File: src/rtl/spqu_pkg.sv
package spqu_pkg;

  localparam int DEPTH = 16;
  localparam int IDX_W = (DEPTH > 1) ? $clog2(DEPTH) : 1;
  localparam int CNT_W = $clog2(DEPTH + 1);

  localparam int CMD_W = 2;
  localparam int ID_W = 8;
  localparam int PRIO_W = 2;
  localparam int STATUS_W = 3;
  localparam int ENTRY_COUNT_W = 5;

  localparam logic [PRIO_W-1:0] PRIO_NONE = 2'd0;
  localparam logic [PRIO_W-1:0] PRIO_NORMAL = 2'd1;

  typedef enum logic [CMD_W-1:0] {
    CMD_ENQUEUE = 2'd0,
    CMD_DEQUEUE = 2'd1,
    CMD_UPDATE = 2'd2
  } cmd_t;

  typedef enum logic [STATUS_W-1:0] {
    ST_OK = 3'd0,
    ST_EMPTY = 3'd1,
    ST_FULL = 3'd2,
    ST_NOT_FOUND = 3'd3,
    ST_UNCHANGED = 3'd4
  } status_t;

  typedef struct packed {
    logic [ID_W-1:0] id;
    logic [PRIO_W-1:0] prio;
  } slot_t;

  typedef enum logic [3:0] {
    S_IDLE,
    S_ENQ_RD,
    S_ENQ_WR,
    S_DEQ_RD,
    S_DEQ_TAKE,
    S_SHIFT_RD,
    S_SHIFT_WR,
    S_FIND_RD,
    S_FIND_CHK,
    S_FRONT_RD,
    S_FRONT_WAIT
  } state_t;

endpackage

File: src/rtl/stable_priority_queue_with_update_unit.sv
// Bounded priority queue of DEPTH slots, highest priority first and first in first out
// within a level, with enqueue, dequeue and update requests. A request is taken when start
// is high and busy is low; its single result appears for exactly one cycle with done high,
// and the receiver cannot stall it, so it must capture the result in that cycle. The slots
// live in one memory with a registered read port, and a small sequencer walks them through a
// single compare and move step for each slot visited. An enqueue moves lower-priority entries
// down one slot from the tail and writes the new entry behind the last one of equal or higher
// priority; a dequeue takes the front entry and shifts the rest up; an update searches for
// the identifier, and when its priority differs it removes the entry and reinserts it. A full
// enqueue, an empty dequeue or an unknown command goes straight to the front read and visits
// no slot.
module stable_priority_queue_with_update_unit (
  input  logic                               clk,
  input  logic                               rst,
  input  logic                               start,
  output logic                               busy,
  input  logic [spqu_pkg::CMD_W-1:0]         command,
  input  logic [spqu_pkg::ID_W-1:0]          entry_id,
  input  logic [spqu_pkg::PRIO_W-1:0]        entry_priority,
  output logic                               done,
  output logic [spqu_pkg::STATUS_W-1:0]      status,
  output logic [spqu_pkg::ID_W-1:0]          taken_id,
  output logic [spqu_pkg::PRIO_W-1:0]        taken_priority,
  output logic [spqu_pkg::ENTRY_COUNT_W-1:0] entry_count,
  output logic [spqu_pkg::ID_W-1:0]          front_id,
  output logic                               front_valid
);
  import spqu_pkg::*;

  state_t state, state_next;

  slot_t slots [DEPTH];
  slot_t rd_data;
  slot_t wr_data;
  logic rd_en, wr_en;
  logic [IDX_W-1:0] rd_addr, wr_addr;

  logic [CNT_W-1:0] ptr;
  logic [CNT_W-1:0] count;
  logic [CNT_W-1:0] ptr_dec, ptr_inc;
  cmd_t cmd;
  logic [ID_W-1:0] id;
  logic [PRIO_W-1:0] prio;
  status_t status_r;
  logic [ID_W-1:0] taken_id_r;
  logic [PRIO_W-1:0] taken_prio_r;
  logic [ID_W-1:0] front_id_r;
  logic front_valid_r;

  logic accept;
  logic prio_ge;
  logic last_shift;

  assign accept = start && (state == S_IDLE);
  assign ptr_dec = ptr - CNT_W'(1);
  assign ptr_inc = ptr + CNT_W'(1);
  assign prio_ge = (rd_data.prio >= prio);
  assign last_shift = (ptr_inc >= count);

  always_comb begin
    state_next = state;
    case (state)
      S_IDLE: begin
        if (start) begin
          case (cmd_t'(command))
            CMD_ENQUEUE: state_next = (count >= CNT_W'(DEPTH)) ? S_FRONT_RD : S_ENQ_RD;
            CMD_DEQUEUE: state_next = (count == '0) ? S_FRONT_RD : S_DEQ_RD;
            CMD_UPDATE:  state_next = S_FIND_RD;
            default:     state_next = S_FRONT_RD;
          endcase
        end
      end
      S_ENQ_RD:   state_next = (ptr == '0) ? S_FRONT_RD : S_ENQ_WR;
      S_ENQ_WR:   state_next = prio_ge ? S_FRONT_RD : S_ENQ_RD;
      S_DEQ_RD:   state_next = S_DEQ_TAKE;
      S_DEQ_TAKE: state_next = S_SHIFT_RD;
      S_SHIFT_RD: begin
        if (last_shift) begin
          state_next = (cmd == CMD_UPDATE) ? S_ENQ_RD : S_FRONT_RD;
        end else begin
          state_next = S_SHIFT_WR;
        end
      end
      S_SHIFT_WR: state_next = S_SHIFT_RD;
      S_FIND_RD:  state_next = (ptr >= count) ? S_FRONT_RD : S_FIND_CHK;
      S_FIND_CHK: begin
        if (rd_data.id == id) begin
          state_next = (rd_data.prio == prio) ? S_FRONT_RD : S_SHIFT_RD;
        end else begin
          state_next = S_FIND_RD;
        end
      end
      S_FRONT_RD:   state_next = S_FRONT_WAIT;
      S_FRONT_WAIT: state_next = S_IDLE;
      default:      state_next = S_IDLE;
    endcase
  end

  always_comb begin
    rd_en = 1'b0;
    rd_addr = '0;
    wr_en = 1'b0;
    wr_addr = ptr[IDX_W-1:0];
    wr_data = rd_data;
    case (state)
      S_ENQ_RD: begin
        if (ptr == '0) begin
          wr_en = 1'b1;
          wr_data = '{id: id, prio: prio};
        end else begin
          rd_en = 1'b1;
          rd_addr = ptr_dec[IDX_W-1:0];
        end
      end
      S_ENQ_WR: begin
        wr_en = 1'b1;
        if (prio_ge) begin
          wr_data = '{id: id, prio: prio};
        end
      end
      S_DEQ_RD, S_FRONT_RD: begin
        rd_en = 1'b1;
      end
      S_SHIFT_RD: begin
        if (!last_shift) begin
          rd_en = 1'b1;
          rd_addr = ptr_inc[IDX_W-1:0];
        end
      end
      S_SHIFT_WR: begin
        wr_en = 1'b1;
      end
      S_FIND_RD: begin
        if (ptr < count) begin
          rd_en = 1'b1;
          rd_addr = ptr[IDX_W-1:0];
        end
      end
      default: begin
      end
    endcase
  end

  always_ff @(posedge clk) begin
    if (rd_en) begin
      rd_data <= slots[rd_addr];
    end
    if (wr_en) begin
      slots[wr_addr] <= wr_data;
    end
  end

  always_ff @(posedge clk) begin
    if (rst) begin
      state <= S_IDLE;
      count <= '0;
      done <= 1'b0;
    end else begin
      state <= state_next;
      done <= (state == S_FRONT_WAIT);
      if ((state == S_ENQ_RD && ptr == '0) || (state == S_ENQ_WR && prio_ge)) begin
        count <= count + CNT_W'(1);
      end else if (state == S_SHIFT_RD && last_shift) begin
        count <= count - CNT_W'(1);
      end
    end
  end

  always_ff @(posedge clk) begin
    case (state)
      S_IDLE: begin
        if (accept) begin
          cmd <= cmd_t'(command);
          id <= entry_id;
          prio <= (entry_priority == PRIO_NONE) ? PRIO_NORMAL : entry_priority;
          taken_id_r <= '0;
          taken_prio_r <= PRIO_NONE;
          case (cmd_t'(command))
            CMD_ENQUEUE: begin
              ptr <= count;
              status_r <= (count >= CNT_W'(DEPTH)) ? ST_FULL : ST_OK;
            end
            CMD_DEQUEUE: begin
              ptr <= '0;
              status_r <= (count == '0) ? ST_EMPTY : ST_OK;
            end
            default: begin
              ptr <= '0;
              status_r <= ST_OK;
            end
          endcase
        end
      end
      S_ENQ_WR: begin
        if (!prio_ge) begin
          ptr <= ptr_dec;
        end
      end
      S_DEQ_TAKE: begin
        taken_id_r <= rd_data.id;
        taken_prio_r <= rd_data.prio;
      end
      S_SHIFT_RD: begin
        if (last_shift) begin
          ptr <= count - CNT_W'(1);
        end
      end
      S_SHIFT_WR: begin
        ptr <= ptr_inc;
      end
      S_FIND_RD: begin
        if (ptr >= count) begin
          status_r <= ST_NOT_FOUND;
        end
      end
      S_FIND_CHK: begin
        if (rd_data.id == id) begin
          if (rd_data.prio == prio) begin
            status_r <= ST_UNCHANGED;
          end
        end else begin
          ptr <= ptr_inc;
        end
      end
      S_FRONT_WAIT: begin
        front_valid_r <= (count != '0);
        front_id_r <= (count != '0) ? rd_data.id : '0;
      end
      default: begin
      end
    endcase
  end

  assign busy = (state != S_IDLE);
  assign status = status_r;
  assign taken_id = taken_id_r;
  assign taken_priority = taken_prio_r;
  assign entry_count = ENTRY_COUNT_W'(count);
  assign front_id = front_id_r;
  assign front_valid = front_valid_r;

`ifndef ASSERT_OFF
  a_accept_sets_busy: assert property (@(posedge clk) disable iff (rst)
    (start && !busy) |=> busy)
    else $error("accepted request did not raise busy");

  a_done_when_idle: assert property (@(posedge clk) disable iff (rst)
    done |-> !busy)
    else $error("result strobe while a request is in progress");

  a_front_matches_count: assert property (@(posedge clk) disable iff (rst)
    done |-> (front_valid == (entry_count != '0)))
    else $error("front valid disagrees with entry count");

  a_taken_only_on_ok: assert property (@(posedge clk) disable iff (rst)
    (done && status != ST_OK) |-> (taken_id == '0 && taken_priority == PRIO_NONE))
    else $error("taken entry reported on a failed request");

  a_count_bounded: assert property (@(posedge clk) disable iff (rst)
    count <= CNT_W'(DEPTH))
    else $error("entry count exceeds depth");
`endif

endmodule
File: config.mk
export PLATFORM = sky130hd
export DESIGN_NAME = stable_priority_queue_with_update_unit
export DESIGN_NICKNAME = d
export VERILOG_FILES = /design/src/rtl/spqu_pkg.sv /design/src/rtl/stable_priority_queue_with_update_unit.sv
export SDC_FILE = /design/constraint.sdc
export NUM_CORES = 1
export LEC_CHECK = 0
export ABC_AREA = 1
export ABC_CLOCK_PERIOD_IN_PS = 2700
export BUFFER_PORTS_ARGS = -buffer_cell sky130_fd_sc_hd__buf_2
export CAP_MARGIN = 10
export CORE_UTILIZATION = 50
export DETAILED_ROUTE_END_ITERATION = 6
export PLACE_DENSITY = 0.8
export SYNTH_ARGS = -nofsm -noshare
export SYNTH_HDL_FRONTEND = slang
export SYNTH_SLANG_ARGS = --single-unit
File: constraint.sdc
create_clock -name clk -period 2.7 [get_ports clk]
set_input_delay 0.54 -clock clk [delete_from_list [all_inputs] [get_ports clk]]
set_output_delay 0.54 -clock clk [all_outputs]
set_load 0.01 [all_outputs]
# After elaboration in Yosys (flattened, before gate mapping)
# Memories as Yosys holds them, arrays and structs flattened. A register that Yosys moved wholly into a read port is not among the register bits.
# Index checks and enable logic that the tools add are counted.
totals:
  n_memories: 1
  word_cells: 115
  ramBits: 160
  out_inout_bits: 29
  reg_bits: 49
memory_table:
  columns: ["memory", "words", "width", "rd", "rd_ports_with_merged_regs", "write_ports", "line_no", "rtl"]
  rows:
  - ["slots", 16, 10, 1, 1, 1, "stable_priority_queue_with_update_unit.sv:32", "slot_t slots [DEPTH];"]
op_classes:
  n_eq_ne: 23
  n_addsub: 4
  n_lt_le_gt_ge: 5
  n_reduce_logical: 23
  muxes: 47
op_table:
  columns: ["cell", "count"]
  rows:
  - ["$mux 4", 12]
  - ["$pmux 4 s9", 1]
  - ["$mux 5", 7]
  - ["$pmux 5 s5", 1]
  - ["$pmux 4 s3", 2]
  - ["$mux 10", 2]
  - ["$pmux 10 s2", 1]
  - ["$eq 4x3->1 const B", 4]
  - ["$ne 2x2->1 const B", 8]
  - ["$pmux 8 s2", 1]
  - ["$eq 4x4->1 const B", 3]
  - ["$mux 3", 4]
  - ["$add 5x1->5 const B", 2]
  - ["$ge 5x5->1", 2]
  - ["$logic_not 5->1", 2]
  - ["$reduce_and 5->1", 2]
  - ["$reduce_bool 5->1", 2]
  - ["$sub 5x1->5 const B", 2]
  - ["$pmux 3 s3", 1]
  - ["$eq 4x2->1 const B", 2]
  - ["$eq 8x8->1", 1]
  - ["$mux 1", 8]
  - ["$mux 8", 1]
  - ["$pmux 2 s2", 2]
  - ["other kinds (19)", 29]

# Depth between registers and ports, before layout
# Gate-level depths: netlist of the first run.
depth:
  word_depth: 5
  depth_mapped: 18
  ltp_nobuf: 17

# Least setup slack after synthesis of the first run
# Ideal clock, no wire load.
synth_timing:
  kind: "reg-to-reg"
  from: "register ptr[0]"
  to: "register ptr[0] (enable)"
  path_slack_ns: 0.059
  n_path_buf: 0
  stages_incl_launch_ff: 12
  required_ns: 2.324
  arrival_ns: 2.266
  path_cell_list: "edfxtp_1 ha_1 nand3_1 xor2_1 inv_1 ha_1 nand2_1 nor2_1 nand2_1 nand4_4 nand3_1 a211oi_1"
synth_via:
  elab_chain_len: 4
synth_lines:
  columns: ["element", "line_no", "rtl"]
  rows:
  - ["start, declared", "stable_priority_queue_with_update_unit.sv:38", "logic [CNT_W-1:0] ptr;"]
  - ["start signal, assigned", "stable_priority_queue_with_update_unit.sv:180", "ptr <= count;"]
  - ["start signal, assigned", "stable_priority_queue_with_update_unit.sv:196", "ptr <= ptr_dec;"]
  - ["start signal, assigned", "stable_priority_queue_with_update_unit.sv:205", "ptr <= count - CNT_W'(1);"]
  - ["$add 5x1->5", "stable_priority_queue_with_update_unit.sv:56", "assign ptr_inc = ptr + CNT_W'(1);"]
  - ["$ge 5x5->1", "stable_priority_queue_with_update_unit.sv:58", "assign last_shift = (ptr_inc >= count);"]
  - ["$ne 2x2->1 (no line)", null, null]
  - ["$reduce_and 5->1 (no line)", null, null]
# Every way passes these cells.
# A chain may end at the register's enable or synchronous reset.

# Worst setup path in the final report of the first run
layout_timing:
  from: "register ptr[1]"
  to: "register, netlist name rd_data[6]"
layout_via:
  elab_chain_len: 4
  word_cells_on_any_way: 13
layout_lines:
  columns: ["element", "line_no", "rtl"]
  rows:
  - ["$add 5x1->5", "stable_priority_queue_with_update_unit.sv:56", null]
  - ["$ge 5x5->1", "stable_priority_queue_with_update_unit.sv:58", null]
  - ["$mux 1 or $mux 4 (tied branches)", "stable_priority_queue_with_update_unit.sv:125", "if (!last_shift) begin"]
  - ["$pmux 1 s4 or $pmux 4 s3 (tied branches)", "stable_priority_queue_with_update_unit.sv:105", "case (state)"]
# Several ways; a longest one is shown, not always the timed one.

==> metrics.md, run 1 <==
| Metric | Value |
|---|---|
| Outcome | complete, but fails checks |
| Failing checks | setup timing |
| Post-synth EDFFs | 209 |
| Slew @ Worst Pin | 1.023 ns |
| Share of the yosys chip area belonging to registers | 0.6205 |
| Total gr overflow | 0 |
| Top Ports | 44 |
| Yosys reg bits | 219 |
| Top FF cell, synth | edfxtp_1 |
| Min Hold Slack | 0.2120 ns |
| Routed vias | 8160 |
| CTS tree | built |
| Die Y | 146.5 um |
| Crit path cell chain | ha_2 -> nand3_2 -> xor2_2 -> inv_2 -> ha_4 -> nand2_4 -> nor2_2 -> nand2_2 -> nand4_4 -> buf_6 -> inv_2 -> nand2_2 -> o211ai_1 -> buf_4 -> inv_4 -> buf_6 -> clkbuf_16 -> nand3_4 -> nand3_4 -> nand2_1 |
| Mapped Cells | 1035 |
| Wirelength per Cell | 19.62 um |
| Min-delay worst type | primary input to flop |
| Reg2reg setup slack | -0.28 ns |
| Inserted Clock Buffers | 22 |
| Final setup violating endpoints | 11 |
| Commonest non-fill, non-tap cell in the layout | edfxtp_1 |
| Number of H-tree levels | 1 |
| Largest net degree at the start of global routing | 51 |
| Clk_lat worst skew | 0.52 ns |
| Core area | 0.02036 mm2 |
| CTS sink cnt | 219 |
| Die area | 0.02146 mm2 |
| Critical-path top delay cell | edfxtp_1 |
| Post-layout nets | 1176 |
| Commonest non-fill, non-tap cells in the layout | 209 x edfxtp_1, 189 x nand2_1, 174 x nand3_1, 162 x inv_1, 61 x buf_4 |
| Clock slew at reported path FFs | 0.06 ns |
| Slowest cell delay on critical path | 0.43 ns |
| Crit-path max FO | 5 |
| Fmax | 335.2 MHz |
| Relative slew slack | 0.3155 |
| Netlist cell types | 37 |
| Pwr dens | 1193 mW/mm2 |
| Routability cong. | 0.9273 |
| # diodes | 0 |
| # rows | 52 |
| FFs w/ async S/R, synth | 0 |
| Clock Skew | 0.02680 ns |
| Port buffer count | 43 |
| Min cycle time layout | 2.983 ns |
| Die W | 146.5 um |
| Clock buffer depth | 3 |
| Layout area overhead | 22.20% |
| MaxCap Viol Count | 0 |
| Starting Density | 0.5125 |
| Syn Area/Cell | 10.08 um2 |
| Crit Path Category | flop to flop |
| Root buffer selected by CTS | clkbuf_16 |
| First-pass GRT wire length | 41.22 mm |
| # DRC | 0 |
| First drt pass iteration count | 5 |
| Vias per cell | 5.722 |
| Synth warnings | 0 |
| Max Slew Vio Count | 0 |
| Worst Path Required | 2.97 ns |
| GRT Total Usage | 0.2488 |
| Syn_nets | 1071 |
| Fin crit share | 1.105 |
| Post-route ant nets | 0 |
| Final hold vios | 0 |
| Vias in the first global route | 7738 |
| Startpoint types | flop |
| HPWL reported at the end of detailed placement | 17.39 mm |
| CP arrival | 3.26 ns |
| Setup ws final | -0.2831 ns |
| Post-Route WL | 27.98 mm |
| Post-synthesis cell area | 0.01044 mm2 |
| Initial DRC Count | 906 |
| Peak supply drop | 0.0006290 V |
| RSZ-0062 raised after global routing | true |
| Sum Neg Setup Slack | -2.530 ns |
| Share of cells above drive strength 1 | 0.2154 |
| Initial antenna violation count | 0 |
| Worst Setup End Kind | flop |
| Cts hold-fix bufs | 0 |
| Static Leakage | 0.005415 uW |
area by class of cell:
type / count / area (um2)
clock buffer: 30 / 580.6
multi-input combinational: 595 / 3540
clock inverter: 10 / 113.9
timing repair buffer: 125 / 1037
fill: 1489 / 7610
tap: 270 / 337.8
inverter: 177 / 669.4
sequential: 219 / 6476
worst max-delay path: cells and delay by family, from the launching register on:
| family | cells | cell delay [ns] |
|---|---|---|
| xor gates and xnor gates | 1 | 0.19 |
| adders and majority gates | 2 | 0.50 |
| DFF | 1 | 0.43 |
| and+or+nand+nor | 9 | 0.77 |
| AOI/OAI and AO/OA | 1 | 0.10 |
| buffers and inverters | 7 | 0.76 |
cell families (layout without fill, tap and decap cells):
group | count (synthesis) | after routing | share of synthesized area
flip-flops | 219 | 219 | 0.6205
adder cells (fa/ha/maj) | 21 | 21 | 0.02517
AO/OA/AOI/OAI | 52 | 52 | 0.02985
buffers and inverters | 221 | 342 | 0.08451
AND/OR/NAND/NOR | 504 | 504 | 0.2249
XOR/XNOR | 18 | 18 | 0.01510
sequential cells by signal, indices dropped and copies added (netlist names), 2 cells and up:
name / count
taken_id: 8
id: 8
cmd: 2
entry_count: 5
rd_data: 10
status: 3
taken_priority: 2
state: 4
ptr: 5
front_id: 8
slots: 160
prio: 2
final timing paths:
check / to / cells after the start / start
max: rd_data[6] / 20 / ptr[1]
min: id[6] / 1 / entry_id[6]
max reg2reg: rd_data[6] / 20 / ptr[1]
min reg2reg: entry_count[0] / 1 / entry_count[0]
routing by layer:
layer,track usage,wire length (um),vias up
met2,0.4181,13730,526
li1,-,-,3680
met4,0.1172,1096,0
met1,0.3187,10440,3861
met3,0.03563,2717,93
met5,0,0,-
metrics by stage:
stage	worst slack, ns	power, uW	std cells	utilization	instance area, um2
global route	-0.3853	15840	1426	0.6263	12750
CTS	-0.2159	14240	1421	0.6029	12280
detailed placement	-0.3420	11090	1375	0.5607	11420
floorplan	0.05854	8624	1035	-	10440
global placement	-0.2606	10960	1375	0.5607	11420
finish	-0.2831	15220	1426	0.6263	12750
synthesized netlist by cell type, drive strengths merged, types with 6 or more instances:
cell    count  area share
nand3     212        0.10
edfxtp    209        0.60
nand2     202       0.074
inv       177       0.064
nor2       53       0.021
buf        38       0.019
o21ai      23       0.012
ha         21       0.025
nand3b     21       0.015
a21oi      12      0.0058
xnor2      11      0.0092
dfxtp      10       0.019
nor3        8      0.0038
nand4       7      0.0062
xor2        7      0.0059
clkbuf      6      0.0022
power by group:
part,leakage [uW],switching [uW],internal [uW]
clock network,0.000333,1260,1710
logic,0.00309,4520,2500
registers,0.00199,370,4860
what timing repair did:
action / in CTS / in global routing
setup buffers: 3 / 2
hold endpoints to repair: 0 / 0
endpoints found under the setup margin: 23 / 126
cloned: 3 / 3
resized for setup: 26 / 80
pin swaps: 6 / 22
(Power assumes the default switching activity.)
==> run 2: changes to the inputs <==
--- a/config.mk
+++ b/config.mk
@@ -5,13 +5,12 @@
 export SDC_FILE = /design/constraint.sdc
 export NUM_CORES = 1
 export LEC_CHECK = 0
-export ABC_AREA = 1
 export ABC_CLOCK_PERIOD_IN_PS = 2700
 export BUFFER_PORTS_ARGS = -buffer_cell sky130_fd_sc_hd__buf_2
 export CAP_MARGIN = 10
 export CORE_UTILIZATION = 50
 export DETAILED_ROUTE_END_ITERATION = 6
-export PLACE_DENSITY = 0.8
+export PLACE_DENSITY = 0.81
 export SYNTH_ARGS = -nofsm -noshare
 export SYNTH_HDL_FRONTEND = slang
 export SYNTH_SLANG_ARGS = --single-unit
==> run 2 against run 1 <==
Effect of this change: the run still ends with setup timing left; register-to-register slack lost 0.49 ns; setup slack got worse by 0.49 ns; final area down 4.8%; fmax is 14% lower; non-clock buffer count grew 45; first-iteration DRC count shrank 22%; sequential share of layout area rose by 2.5 points; utilization rose by 2.1 points.
==> metrics.md, run 2 <==
| Metric | Value |
|---|---|
| Outcome | complete, but fails checks |
| Failing checks | setup timing |
| Share of the yosys chip area belonging to registers | 0.6755 (+0.05498) |
| Fmax | 287.7 MHz (-14%) |
| Vias per cell | 6.108 (+6.7%) |
| RSZ-0062 raised after global routing | true |
| Power Total | 16110 uW (+5.8%) |
| Total gr overflow | 0 (unchanged) |
| Worst reg2reg path depth | 14 (-30%) |
| Die W | 140.5 um (-4.1%) |
| Cts hold-fix bufs | 0 (unchanged) |
| Core area | 0.01877 mm2 (-7.8%) |
| Die Y | 140.5 um (-4.1%) |
| Top Ports | 44 (unchanged) |
| Post-synthesis cell area | 0.009588 mm2 (-8.1%) |
| Routed vias | 6236 (-24%) |
| Share of cells above drive strength 1 | 0.3469 (+0.1315) |
| # rows | 50 (-3.8%) |
| Post-route ant nets | 0 (unchanged) |
| Root buffer selected by CTS | clkbuf_16 |
| Clock Skew | 0.01008 ns (-0.01673 ns) |
| Final core occ | 0.6471 (+0.02081) |
| Final hold vios | 0 (unchanged) |
| Pwr dens | 1327 mW/mm2 (+11%) |
| CTS sink cnt | 219 (unchanged) |
| Slew @ Worst Pin | 0.7798 ns (-0.2432 ns) |
| Top cells by area, synth | edfxtp_1 65%, mux4_2 9.4%, mux2i_1 2.8% |
| Reg2reg setup slack | -0.78 ns (-0.49 ns) |
| Worst Setup End Kind | flop |
| Min cycle time layout | 3.476 ns (+0.4927 ns) |
| Clk_lat worst skew | 0.53 ns (about the same) |
| Relative slew slack | 0.4753 (+0.1599) |
| GRT Total Usage | 0.2419 (-0.006977) |
| Crit Path Category | flop to flop |
| Max Slew Vio Count | 0 (unchanged) |
| Clock buffer depth | 3 (unchanged) |
| Post-Route WL | 23.73 mm (-15%) |
| Largest net degree at the start of global routing | 24 (-53%) |
| Mapped Cells | 604 (-42%) |
| Fillers | 1186 (-20%) |
| RR Endpoint | rd_data[9] |
| Design area | 0.01215 mm2 (-4.8%) |
| Port buffer count | 43 (unchanged) |
| Netlist cell types | 51 (+38%) |
| Peak supply drop | 0.0005847 V (-7.0%) |
| # diodes | 0 (unchanged) |
| Synth area leader | edfxtp_1 |
| Initial DRC Count | 711 (-22%) |
| # DRC | 0 (unchanged) |
| Top reg by flops | slots |
| Starting Density | 0.5109 (-0.001667) |
| Most frequent cells after synthesis | 209 x edfxtp_1, 40 x mux4_2, 39 x nand2_1 |
| Count leader, synth | edfxtp_1 |
| Setup ws final | -0.7758 ns (-0.4927 ns) |
| Biggest regs | slots (160), rd_data (10) |
| Synth warnings | 0 (unchanged) |
| Syn_nets | 640 (-40%) |
| FFs w/ async S/R, synth | 0 (unchanged) |
| Crit-path max FO | 7 (+2) |
| CP arrival | 3.74 ns (+0.48 ns) |
| Vias in the first global route | 6194 (-20%) |
| Post-synth top area share | 0.6546 (+0.05328) |
| Top FF cell, synth | edfxtp_1 |
| Largest register FFs | 160 (unchanged) |
| Layout area overhead | 26.67% |
| Wirelength per Cell | 23.24 um (+18%) |
| Post-synth EDFFs | 209 (unchanged) |
| Worst Path Required | 2.96 ns (about the same) |
| Sum Neg Setup Slack | -10.77 ns (-8.237 ns) |
| Min-delay worst type | primary input to flop |
| Crit. Startpoint | ptr[0] |
| First drt pass iteration count | 5 (unchanged) |
| Inserted Clock Buffers | 23 (+4.5%) |
| Post-DP Area | 0.01104 mm2 (-3.3%) |
| CP endpoint | rd_data[9] |
| Yosys reg bits | 219 (unchanged) |
| Syn Area/Cell | 15.87 um2 (+57%) |
| Die area | 0.01973 mm2 (-8.0%) |
| Post-layout nets | 810 (-31%) |
| MaxCap Viol Count | 0 (unchanged) |
| Startpoint types | flop |
| Commonest non-fill, non-tap cells in the layout | 209 x edfxtp_1, 98 x buf_4, 43 x buf_2, 40 x mux4_2, 39 x nand2_1 |
| Final setup violating endpoints | 28 (+17) |
| Static Leakage | 0.004477 uW (-17%) |
| CTS tree | built |
| Fin crit share | 1.287 (+0.1825) |
| Commonest non-fill, non-tap cell in the layout | edfxtp_1 |
| Clock slew at reported path FFs | 0.06 ns (about the same) |
| Reg-to-Reg Start | ptr[0] |
| HPWL reported at the end of detailed placement | 14.91 mm (-14%) |
| Initial antenna violation count | 0 (unchanged) |
| Number of H-tree levels | 1 (unchanged) |
| First-pass GRT wire length | 35.42 mm (-14%) |
| Routability cong. | 0.9441 (+1.8%) |
## run 2: changes by cell type after synthesis, sizes merged, moves of 16 or more
cell / previous run / this run
nand2: 202 / 39
buf: 38 / 7
nand3b: 21 / 4
nand3: 212 / 23
nor2: 53 / 37
mux4: 0 / 40
inv: 177 / 15
mux2i: 0 / 27
## run 2: power by group
| group | total (uW) | switching, uW | leakage (uW) | internal (uW) |
|---|---|---|---|---|
| Combinational | 7750 | 4100 | 0.00214 | 3640 |
| Clock | 3000 | 1240 | 0.000343 | 1750 |
| Sequential | 5370 | 313 | 0.00200 | 5060 |
## run 2: critical path, stage by stage, from the launching register on
cell	delay, ns
edfxtp_1	0.44
buf_4	0.16
buf_6	0.09
nand3_2	0.08
xnor2_1	0.16
ha_1	0.34
nor3_2	0.06
o21ai_2	0.17
o41ai_4	0.12
a221oi_4	0.38
buf_6	0.20
buf_12	0.14
mux4_2	0.53
mux2i_4	0.21
mux2i_1	0.12
## run 2: layout make-up
class	instances	area, um2	area share
multi-input combinational	345	3166	0.2606
inverter	15	56.30	0.004636
tap	234	292.8	0.02411
timing repair buffer	170	1451	0.1195
sequential	219	6476	0.5332
clock inverter	10	108.9	0.008963
clock buffer	28	594.3	0.04893
## run 2: cells by family (layout without fill, tap and decap cells)
kind of cell,after synthesis,after routing,share of synthesized area
buffers and inverters,40,223,0.01762
flip-flops,219,219,0.6755
multiplexers,69,69,0.1245
XOR/XNOR,19,19,0.01736
AO/OA/AOI/OAI,67,67,0.04724
adder cells (fa/ha/maj),21,21,0.02740
AND/OR/NAND/NOR,169,169,0.09043
## run 2: worst min path at each step
stage | from | endpoint | slack [ns] | cells after the start
finish | entry_id[1] | id[1] | 0.19 | 1
detailed placement | cmd[0] | state[3] | 0.56 | 2
global placement | cmd[0] | state[3] | 0.58 | 2
global route | entry_id[1] | id[1] | 0.19 | 1
floorplan | rd_data[0] | taken_priority[0] | 0.52 | 1
CTS | entry_id[5] | id[5] | 0.19 | 1
## run 2: per-stage QoR
| stage | instances | hold WS, ns | setup WS [ns] |
|---|---|---|---|
| after CTS | 1008 | 0.1852 | -0.7258 |
| after detailed placement | 960 | 0.5576 | -0.9067 |
| after floorplan | 604 | 0.5246 | -0.5097 |
| final | 1021 | 0.1948 | -0.7758 |
| after global routing | 1021 | 0.1874 | -0.9004 |
| after global placement | 960 | 0.5788 | -0.6864 |
## run 2: metal layers
layer  vias up  part of all wire  routed length [um]  GRT usage
li1       2700                 -                   -          -
met4         0             0.031                 746    0.08066
met2       394              0.48               11350     0.3989
met3        58             0.099                2342    0.04342
met5         -                 0                   0          0
met1      3084              0.39                9298     0.3273
## run 2: repair_timing
action | in CTS | in global routing
endpoints found under the setup margin | 62 | 78
cloned | 1 | 0
pin swaps | 7 | 11
setup buffers | 9 | 14
resized for setup | 19 | 20
==> run 3: changes to the inputs <==
--- a/config.mk
+++ b/config.mk
@@ -5,12 +5,12 @@
 export SDC_FILE = /design/constraint.sdc
 export NUM_CORES = 1
 export LEC_CHECK = 0
-export ABC_CLOCK_PERIOD_IN_PS = 2700
+export ABC_CLOCK_PERIOD_IN_PS = 4100
 export BUFFER_PORTS_ARGS = -buffer_cell sky130_fd_sc_hd__buf_2
 export CAP_MARGIN = 10
 export CORE_UTILIZATION = 50
 export DETAILED_ROUTE_END_ITERATION = 6
-export PLACE_DENSITY = 0.81
+export PLACE_DENSITY = 0.78
 export SYNTH_ARGS = -nofsm -noshare
 export SYNTH_HDL_FRONTEND = slang
 export SYNTH_SLANG_ARGS = --single-unit
==> constraint.sdc (replaced) <==
create_clock -name clk -period 4.1 [get_ports clk]
set_input_delay 0.82 -clock clk [delete_from_list [all_inputs] [get_ports clk]]
set_output_delay 0.82 -clock clk [all_outputs]
set_load 0.01 [all_outputs]
==> run 3 against run 2 <==
Effect of this change: the flow now finishes without violations; final area is 9.1% lower; register-to-register slack gained 1.1 ns; critical path depth is 2 lower; worst hold slack better by 0.29 ns; fmax shrank 8.3%; sequential share of layout area grew 5.3 points.
==> metrics.md, run 3 (same netlist as run 2, synthesis figures left out) <==
| Metric | Value |
|---|---|
| Outcome | complete, no violations |
| # diodes | 0 (unchanged) |
| Reg power frac | 0.394 (+0.061) |
| Vias per cell | 6.227 (+2.0%) |
| Vias in the first global route | 5852 (-5.5%) |
| Final hold vios | 0 (unchanged) |
| Post-Route WL | 21.34 mm (-10%) |
| MaxCap Viol Count | 0 (unchanged) |
| Worst Path Required | 4.35 ns (+1.39 ns) |
| Critical-path top delay cell | mux4_2 |
| Largest net degree at the start of global routing | 41 (+71%) |
| Crit Path Category | flop to flop |
| Commonest non-fill, non-tap cell in the layout | edfxtp_1 |
| Initial antenna violation count | 0 (unchanged) |
| DR top layer | met4 |
| Buffers & Inverters on Critical Path | 2 (-2) |
| Share of cells above drive strength 1 | 0.2313 (-0.1156) |
| Static Leakage | 0.003949 uW (-12%) |
| Starting Density | 0.5109 (unchanged) |
| Sum Neg Setup Slack | 0 ns (+10.77 ns) |
| Clock Skew | 0.01989 ns (+0.009809 ns) |
| Fillers | 1348 (+14%) |
| WL met3 | 1.917 mm (-18%) |
| Final setup violating endpoints | 0 (-100%) |
| Slew @ Worst Pin | 1.125 ns (+0.3453 ns) |
| # DRC | 0 (unchanged) |
| Top Ports | 44 (unchanged) |
| Clk network pwr share | 0.220 (+0.034) |
| Wirelength per Cell | 22.94 um (-1.3%) |
| Worst Setup End Kind | flop |
| Root buffer selected by CTS | clkbuf_16 |
| Max Slew Vio Count | 0 (unchanged) |
| Fin crit share | 0.9248 (-0.3626) |
| HPWL reported at the end of detailed placement | 13.48 mm (-9.6%) |
| CTS tree | built |
| Die W | 140.5 um (unchanged) |
| Min Hold Slack | 0.4810 ns (+0.2862 ns) |
| Clock buffer depth | 3 (unchanged) |
| RSZ-0062 raised after global routing | false |
| Clk_lat worst skew | 0.52 ns (about the same) |
| Layout area overhead | 15.15% |
| Relative slew slack | 0.2454 (-0.2299) |
| M1 WL | 8.429 mm (-9.3%) |
| Commonest non-fill, non-tap cells in the layout | 209 x edfxtp_1, 43 x buf_2, 40 x mux4_2, 39 x nand2_1, 37 x nor2_1 |
| Core area | 0.01877 mm2 (unchanged) |
| Clock slew at reported path FFs | 0.06 ns (about the same) |
| Power Total | 9157 uW (-43%) |
| Met2 wire len | 10.31 mm (-9.1%) |
| Internal power | 5849 uW (-44%) |
| Min cycle time layout | 3.791 ns (+0.3157 ns) |
| Post-layout nets | 715 (-12%) |
| Post-CTS sizing | 0 (-19) |
| Crit-path max FO | 30 (+23) |
| CP arrival | 4.04 ns (+0.30 ns) |
| Inserted Clock Buffers | 23 (unchanged) |
| Reg2reg setup slack | 0.31 ns (+1.08 ns) |
| Post-route ant nets | 0 (unchanged) |
| Die area | 0.01973 mm2 (unchanged) |
| CTS sink cnt | 219 (unchanged) |
| Largest register FFs | 160 (unchanged) |
| Multi-input gate area | 0.002973 mm2 (-6.1%) |
| Fmax | 263.7 MHz (-8.3%) |
| Setup Fix Bufs, Post-CTS | 0 (-9) |
| Crit path cell chain | ha_1 -> xor2_1 -> ha_1 -> nand2_1 -> o21ai_0 -> o41ai_4 -> a221oi_4 -> buf_12 -> buf_12 -> mux4_2 -> mux2i_1 -> mux2i_1 |
| Routability cong. | 0.9620 (+1.9%) |
| Pwr dens | 829.4 mW/mm2 (-37%) |
| Top reg by flops | slots |
| First drt pass iteration count | 5 (unchanged) |
| # rows | 50 (unchanged) |
| Sequential cell area | 0.006476 mm2 (unchanged) |
| Min-delay worst type | primary input to flop |
| First-pass GRT wire length | 32.98 mm (-6.9%) |
| Biggest regs | slots (160), rd_data (10) |
| GRT Total Usage | 0.2229 (-0.01896) |
| Switch share | 0.3612 (+0.009957) |
| Cts hold-fix bufs | 0 (unchanged) |
| Total gr overflow | 0 (unchanged) |
| Slowest cell delay on critical path | 0.51 ns (-0.02 ns) |
| Logic pwr share | 0.386 (-0.095) |
| Routed vias | 5791 (-7.1%) |
| Peak supply drop | 0.0004930 V (-16%) |
| Switching pwr | 3308 uW (-42%) |
| Delay-heaviest family, CP | compound AO/OA/AOI/OAI gates |
| Die Y | 140.5 um (unchanged) |
| Startpoint types | flop |
| Port buffer count | 43 (unchanged) |
| Initial DRC Count | 643 (-9.6%) |
| Number of H-tree levels | 1 (unchanged) |
run 3: cell count changes in the layout (fill, tap and decap cells not counted), sizes merged:
| cell | change |
|---|---|
| clkinvlp | +1 |
| clkbuf | -1 |
| buf | -95 |
| clkinv | +4 |
run 3: layout make-up:
type                    instances  share of cell area
clock buffers                  27             0.05349
clock inverters                15             0.01326
inverters                      15            0.005100
multi-input cells             345              0.2693
flip-flops and latches        219              0.5866
well taps                     234             0.02652
repair buffers                 75             0.04578
run 3: worst paths after layout:
path,cells after the start,end,startpoint
worst min register to register,1,taken_priority[0],rd_data[0]
worst max-delay path,12,rd_data[1],ptr[0]
worst max register to register,12,rd_data[1],ptr[0]
worst min-delay path,1,id[2],entry_id[2]
run 3: power by group through the flow:
stage	registers (uW)	clock network, uW	logic (uW)
floorplan	3560	0	2350
global placement	3620	0	3260
detailed placement	3640	0	3440
CTS	3600	2040	3500
global route	3640	2110	3810
finish	3610	2010	3540
run 3: metal layers:
metal	vias to the layer above	track usage
met2	346	0.3726
met1	2870	0.2935
met5	-	0
met4	0	0.08638
met3	62	0.03795
li1	2513	-
run 3: per-stage QoR:
step | instance area (um2) | utilization | std cells | setup WS, ns
after floorplan | 9588 | - | 604 | 0.6685
after global placement | 10300 | 0.5490 | 888 | 0.5400
after detailed placement | 10300 | 0.5490 | 888 | 0.3878
after CTS | 11040 | 0.5883 | 930 | 0.3078
after global routing | 11040 | 0.5883 | 930 | 0.08036
final | 11040 | 0.5883 | 930 | 0.3085
